## src/swm_pkg.sv

```systemverilog
// Shared constants, types and control codes for the sliding window maximum block.
`timescale 1ns / 1ps

package swm_pkg;

   // Number of candidate cells, which is also the largest window.
   localparam int CELLS = 64;
   // Positions wrap modulo twice the cell count.
   localparam int POS_W = $clog2(2 * CELLS);
   localparam int SAMPLE_W = 32;
   localparam int WLEN_W = 7;

   // Operation that the sequencer hands to every cell.
   typedef enum logic [1:0] {
      OP_HOLD,
      OP_ACCEPT,
      OP_DRAIN
   } op_type;

   // Contents of one candidate cell.
   typedef struct packed {
      logic                       valid;
      logic signed [SAMPLE_W-1:0] value;
      logic [POS_W-1:0]           position;
   } cell_type;

   // Control broadcast to all cells.
   typedef struct packed {
      op_type                     op;
      logic                       shift;
      logic                       start;
      logic signed [SAMPLE_W-1:0] sample;
      logic [POS_W-1:0]           pos;
      logic [POS_W-1:0]           win;
   } ctl_type;

   // Status that a cell reports to its neighbors and the sequencer.
   typedef struct packed {
      logic aged;
      logic surv;
      logic surv_sh;
   } stat_type;

endpackage

```

## src/swm_cell.sv

```systemverilog
// One candidate cell of the decreasing list: ages, compares and moves its entry.
`timescale 1ns / 1ps

module swm_cell (
   input  logic               clock,
   input  logic               reset,
   input  swm_pkg::ctl_type   ctl,
   input  swm_pkg::cell_type  nxt_data,
   input  logic               nxt_surv,
   input  logic               prv_surv_sh,
   output swm_pkg::cell_type  data,
   output swm_pkg::stat_type  stat
);

   logic                                valid_ff;
   logic                                valid_in;
   logic signed [swm_pkg::SAMPLE_W-1:0] value_ff;
   logic signed [swm_pkg::SAMPLE_W-1:0] value_in;
   logic [swm_pkg::POS_W-1:0]           position_ff;
   logic [swm_pkg::POS_W-1:0]           position_in;
   logic [swm_pkg::POS_W-1:0]           age;
   logic                                aged;
   logic                                kill;
   logic                                surv;
   logic                                surv_sh;

   // Age is taken modulo the position range; the subtract wraps by itself.
   assign age  = ctl.pos - position_ff;
   assign aged = valid_ff && (age >= ctl.win);
   assign kill = valid_ff && (value_ff < ctl.sample);
   assign surv = valid_ff && !aged && !kill && !ctl.start;

   // Survivor flag as it stands after an optional one-place front drop.
   assign surv_sh = ctl.shift ? nxt_surv : surv;

   assign data.valid    = valid_ff;
   assign data.value    = value_ff;
   assign data.position = position_ff;
   assign stat.aged     = aged;
   assign stat.surv     = surv;
   assign stat.surv_sh  = surv_sh;

   // Pick the next entry: keep, take the neighbor's, take the new sample, or empty.
   always_comb begin
      valid_in    = valid_ff;
      value_in    = value_ff;
      position_in = position_ff;
      unique case (ctl.op)
         swm_pkg::OP_DRAIN: begin
            valid_in    = nxt_data.valid;
            value_in    = nxt_data.value;
            position_in = nxt_data.position;
         end
         swm_pkg::OP_ACCEPT: begin
            if (surv_sh) begin
               valid_in = 1'b1;
               if (ctl.shift) begin
                  value_in    = nxt_data.value;
                  position_in = nxt_data.position;
               end
            end else if (prv_surv_sh) begin
               valid_in    = 1'b1;
               value_in    = ctl.sample;
               position_in = ctl.pos;
            end else begin
               valid_in = 1'b0;
            end
         end
         default: begin
            valid_in = valid_ff;
         end
      endcase
   end

   // Hold the occupancy flag.
   always_ff @(posedge clock) begin
      if (reset) begin
         valid_ff <= 1'b0;
      end else begin
         valid_ff <= valid_in;
      end
   end

   // Hold the payload.
   always_ff @(posedge clock) begin
      value_ff    <= value_in;
      position_ff <= position_in;
   end

endmodule

```

## config.mk

```make
export PLATFORM = sky130hd
export DESIGN_NAME = swm_cell
export DESIGN_NICKNAME = d
export VERILOG_FILES = /design/src/swm_pkg.sv /design/src/swm_cell.sv
export SDC_FILE = /design/constraint.sdc
export NUM_CORES = 1
export LEC_CHECK = 0
export ABC_AREA = 1
export BUFFER_PORTS_ARGS = -buffer_cell sky130_fd_sc_hd__buf_4
export CAP_MARGIN = 15
export CORE_MARGIN = 1.5
export CORE_UTILIZATION = 40
export DETAILED_ROUTE_END_ITERATION = 16
export PLACE_DENSITY = 0.77
export SYNTH_ARGS = -nofsm -noshare
export SYNTH_HDL_FRONTEND = slang
export SYNTH_SLANG_ARGS = --single-unit
```

## constraint.sdc

```tcl
create_clock -name clock -period 10.55 [get_ports clock]
set_clock_uncertainty 0.2 [all_clocks]
set_input_delay 1.055 -clock clock [delete_from_list [all_inputs] [get_ports clock]]
set_output_delay 1.055 -clock clock [all_outputs]
set_load 0.01 [all_outputs]
```

==> flow_metrics.env <==
export IMPL_start_util_pct=41.2
export IMPL_cts_made_buffers=5
export IMPL_synth_top_family_by_area="adder cells"
export IMPL_tightest_slew_ps=1070
export IMPL_layout_nets=624
export IMPL_postSynth_asyncResetShare_pct=0
export IMPL_ctsResizeCount=0
export IMPL_grt_setup_unrepaired="false"
export IMPL_place_congestion=0.916
export IMPL_synth_cell_types=31
export IMPL_clockBufferDepth=2
export IMPL_wl_per_cell_microns=12.5
export IMPL_synth_top_area_share_pct=37.0
export IMPL_viasPerCell=4.70
export IMPL_grt_first_pass_wirelength_mm=12.0
export IMPL_synth_edff_count=39
export IMPL_dr_total_vias=2761
export IMPL_synth_xor_area_share_pct=1.66
export IMPL_htree_num_levels=2
export IMPL_io_pins=137
export IMPL_cts_hold_buf=0
export IMPL_period_share_pct=47.9
export IMPL_drt_wl_total_mm=7.33
export IMPL_fin_crit_ps=5050
export IMPL_synthCells=352
export IMPL_yosys_area_share_simple_pct=16.3
export IMPL_swShare_pct=30.6
export IMPL_critPathSlowestCell="fa_1"
export IMPL_yosys_area_top_type="edfxtp_1"
export IMPL_slew_headroom_pct=28.8
export IMPL_max_cap_violations=0
export IMPL_setup_tns_ps=0
export IMPL_drcViolationCount=0
export IMPL_ys_flop_type="edfxtp_1"
export IMPL_dr_pass1_iters=4
export IMPL_grt_use_total_pct=17.4
export IMPL_synth_fa_ha_area_share_pct=18.4
export IMPL_peakVddDrop_uv=55.1
export IMPL_p_sw_mw=0.155
export IMPL_path_cells="buf_4, inv_1, ha_1, fa_1, o21ai_0, a21o_1, a21oi_1, xor2_1, ha_1, nand2_1, inv_1, nand4_1, o2111ai_2, nor3b_2, nand3_4, nand2_1, buf_4"
export IMPL_power_frac_comb_pct=34.8
export IMPL_max_freq_mhz=198
export IMPL_port_buffers=136
export IMPL_setup_viol=0
export IMPL_cts_sinks=40
export IMPL_synthMuxAreaShare_pct=0
export IMPL_die_height_microns=92.0
export IMPL_fp_dieW_microns=92.0
export IMPL_slowest_delay_ps=400
export IMPL_path_class="in -> out"
export IMPL_antenna_cells=0
export IMPL_overflow=0
export IMPL_power_leakage_nw=2.27
export IMPL_hp_class="reg -> reg"
export IMPL_p_int_mw=0.351
export IMPL_path_clk_slew_ps=80
export IMPL_synth_seq_cells=40
export IMPL_crit_path_end_kind="primary output"
export IMPL_crit_path_max_fanout=4
export IMPL_ant_nets=0
export IMPL_ys_seq_area_share_pct=37.6
export IMPL_hold_violations=0
export IMPL_coreArea_sq_um=7690
export IMPL_total_power_mw=0.506
export IMPL_antenna_found_initial=0
export IMPL_synthesis_area_sq_um=3170
export IMPL_finalMaxSlewViolations=0
export IMPL_post_cts_buffers=0
export IMPL_hpwl_mm=5.79
export IMPL_grt_max_degree=79
export IMPL_cts_tree="done"
export IMPL_power_density_nw_per_um2=117
export IMPL_p_clk_share_pct=24.6
export IMPL_first_iter_violations=69
export IMPL_grt_pass1_vias=2852
export IMPL_cp_arrival_ps=3800
export IMPL_die_area_sq_um=8470
export IMPL_num_rows=32
export IMPL_synth_compound_area_share_pct=14.5
export IMPL_seqPwrFrac_pct=40.6
export IMPL_clock_latency_ps=290
export IMPL_synthesis_nets=492
export IMPL_drive_above_1_share_pct=39.2
export IMPL_area_growth_pct=36.6
export IMPL_start_kind="primary input"
export IMPL_cts_root_buf="clkbuf_8"
export IMPL_avgSynthCellArea_sq_um=9.00
export IMPL_synth_warning_count=0
export IMPL_crit_required_ps=9300
export IMPL_synth_area_leaders="edfxtp_1 37%, ha_1 18%, inv_1 7.9%"
export IMPL_status="complete, no violations"
==> placed cells by master (no fill, tap or decap) <==
| cell | netlist | final |
|---|---|---|
| fa_1 | 1 | 1 |
| nor3b_2 | 1 | 1 |
| bufinv_16 | 0 | 1 |
| o21ai_1 | 13 | 13 |
| and2_1 | 1 | 1 |
| clkbuf_8 | 0 | 5 |
| a21oi_2 | 1 | 1 |
| clkinv_1 | 0 | 2 |
| a21o_1 | 2 | 2 |
| dfxtp_1 | 1 | 1 |
| nor2_1 | 11 | 11 |
| nand3_1 | 3 | 3 |
| ha_1 | 45 | 45 |
| xnor2_1 | 4 | 4 |
| nand2_2 | 21 | 21 |
| nor3_2 | 1 | 1 |
| a21oi_1 | 23 | 22 |
| xor2_1 | 2 | 2 |
| inv_1 | 67 | 67 |
| buf_4 | 4 | 137 |
| nand2_1 | 61 | 61 |
| nand3b_1 | 1 | 1 |
| nand4_1 | 4 | 4 |
| o21ai_0 | 15 | 15 |
| nor3_1 | 1 | 1 |
| edfxtp_1 | 39 | 39 |
| o21ai_2 | 19 | 19 |
| a21oi_4 | 0 | 1 |
| o2111ai_2 | 1 | 1 |
| nand3_4 | 2 | 2 |
==> cell type report <==
cell class	instances	area, sq um
Multi-Input combinational cell	233	1630
Clock buffer	5	68.8
Tap cell	102	128
Sequential cell	40	1190
Fill cell	721	3360
Timing Repair Buffer	137	1030
Clock inverter	3	37.5
Inverter	67	251
==> registers in the layout (all words and copies together) (netlist names) <==
register / flops
value_ff: 32
position_ff: 7
valid_ff: 1
==> worst max-delay path, delay by kind of cell <==
| family | cells | cell delay [ps] |
|---|---|---|
| buffers and inverters | 4 | 290 |
| AOI/OAI and AO/OA | 4 | 670 |
| xor gates and xnor gates | 1 | 150 |
| and+or+nand+nor | 5 | 690 |
| adders and majority gates | 3 | 930 |
==> per-layer routing <==
layer | up-vias | share of wire, % | global-route usage [%]
met2 | 76 | 53 | 33.7
met4 | 0 | 0.63 | 4.10
met3 | 4 | 5.2 | 3.23
li1 | 1424 | - | -
met5 | - | 0 | 0
met1 | 1257 | 41 | 19.3
==> synth_stat cells, types with 2 or more instances <==
cell type  number
edfxtp_1       39
buf_2           3
o21ai_1        13
o21ai_2        19
ha_1           45
nand3_1         3
a21oi_1        23
buf_4           4
nand2_1        61
xnor2_1         4
o21ai_0        15
nand2_2        21
nand3_4         2
inv_1          67
buf_12          2
nor2_1         11
xor2_1          2
nand4_1         4
a21o_1          2
==> final timing paths <==
path	from	to	slack (ps)	cells past startpoint
worst max-delay path	ctl[7]	stat[0]	5500	17
worst min-delay path	valid_ff	valid_ff	300	2
worst max register to register	position_ff[0]	position_ff[1]	6210	15
worst min register to register	valid_ff	valid_ff	300	2
==> per-stage QoR <==
step                      instances  hold slack (ps)  instance area [sq um]  utilization (%)  setup WS, ps
final                           587              297                   4330             56.3          5500
after CTS                       587              294                   4330             56.3          5480
after detailed placement        579              285                   4220             54.9          5450
after global routing            587              335                   4330             56.3          5290
after global placement          579              273                   4220             54.9          5610
after floorplan                 352              251                   3170                -          4540
==> logic make-up (layout without fill, tap and decap cells) <==
group	after synthesis	after routing
compound gates	74	74
xor+xnor	6	6
fa+ha+maj	46	46
flops	40	40
buf+inv	79	212
simple gates	107	107
==> power groups by stage <==
stage                     logic, mW  clock network (mW)  registers [mW]
after floorplan              0.0996                   0           0.215
final                         0.176               0.124           0.205
after global routing          0.200               0.135           0.207
after detailed placement      0.178                   0           0.209
after CTS                     0.179               0.130           0.206
after global placement        0.172                   0           0.208
Note: power is estimated with default switching activity, not from simulation.
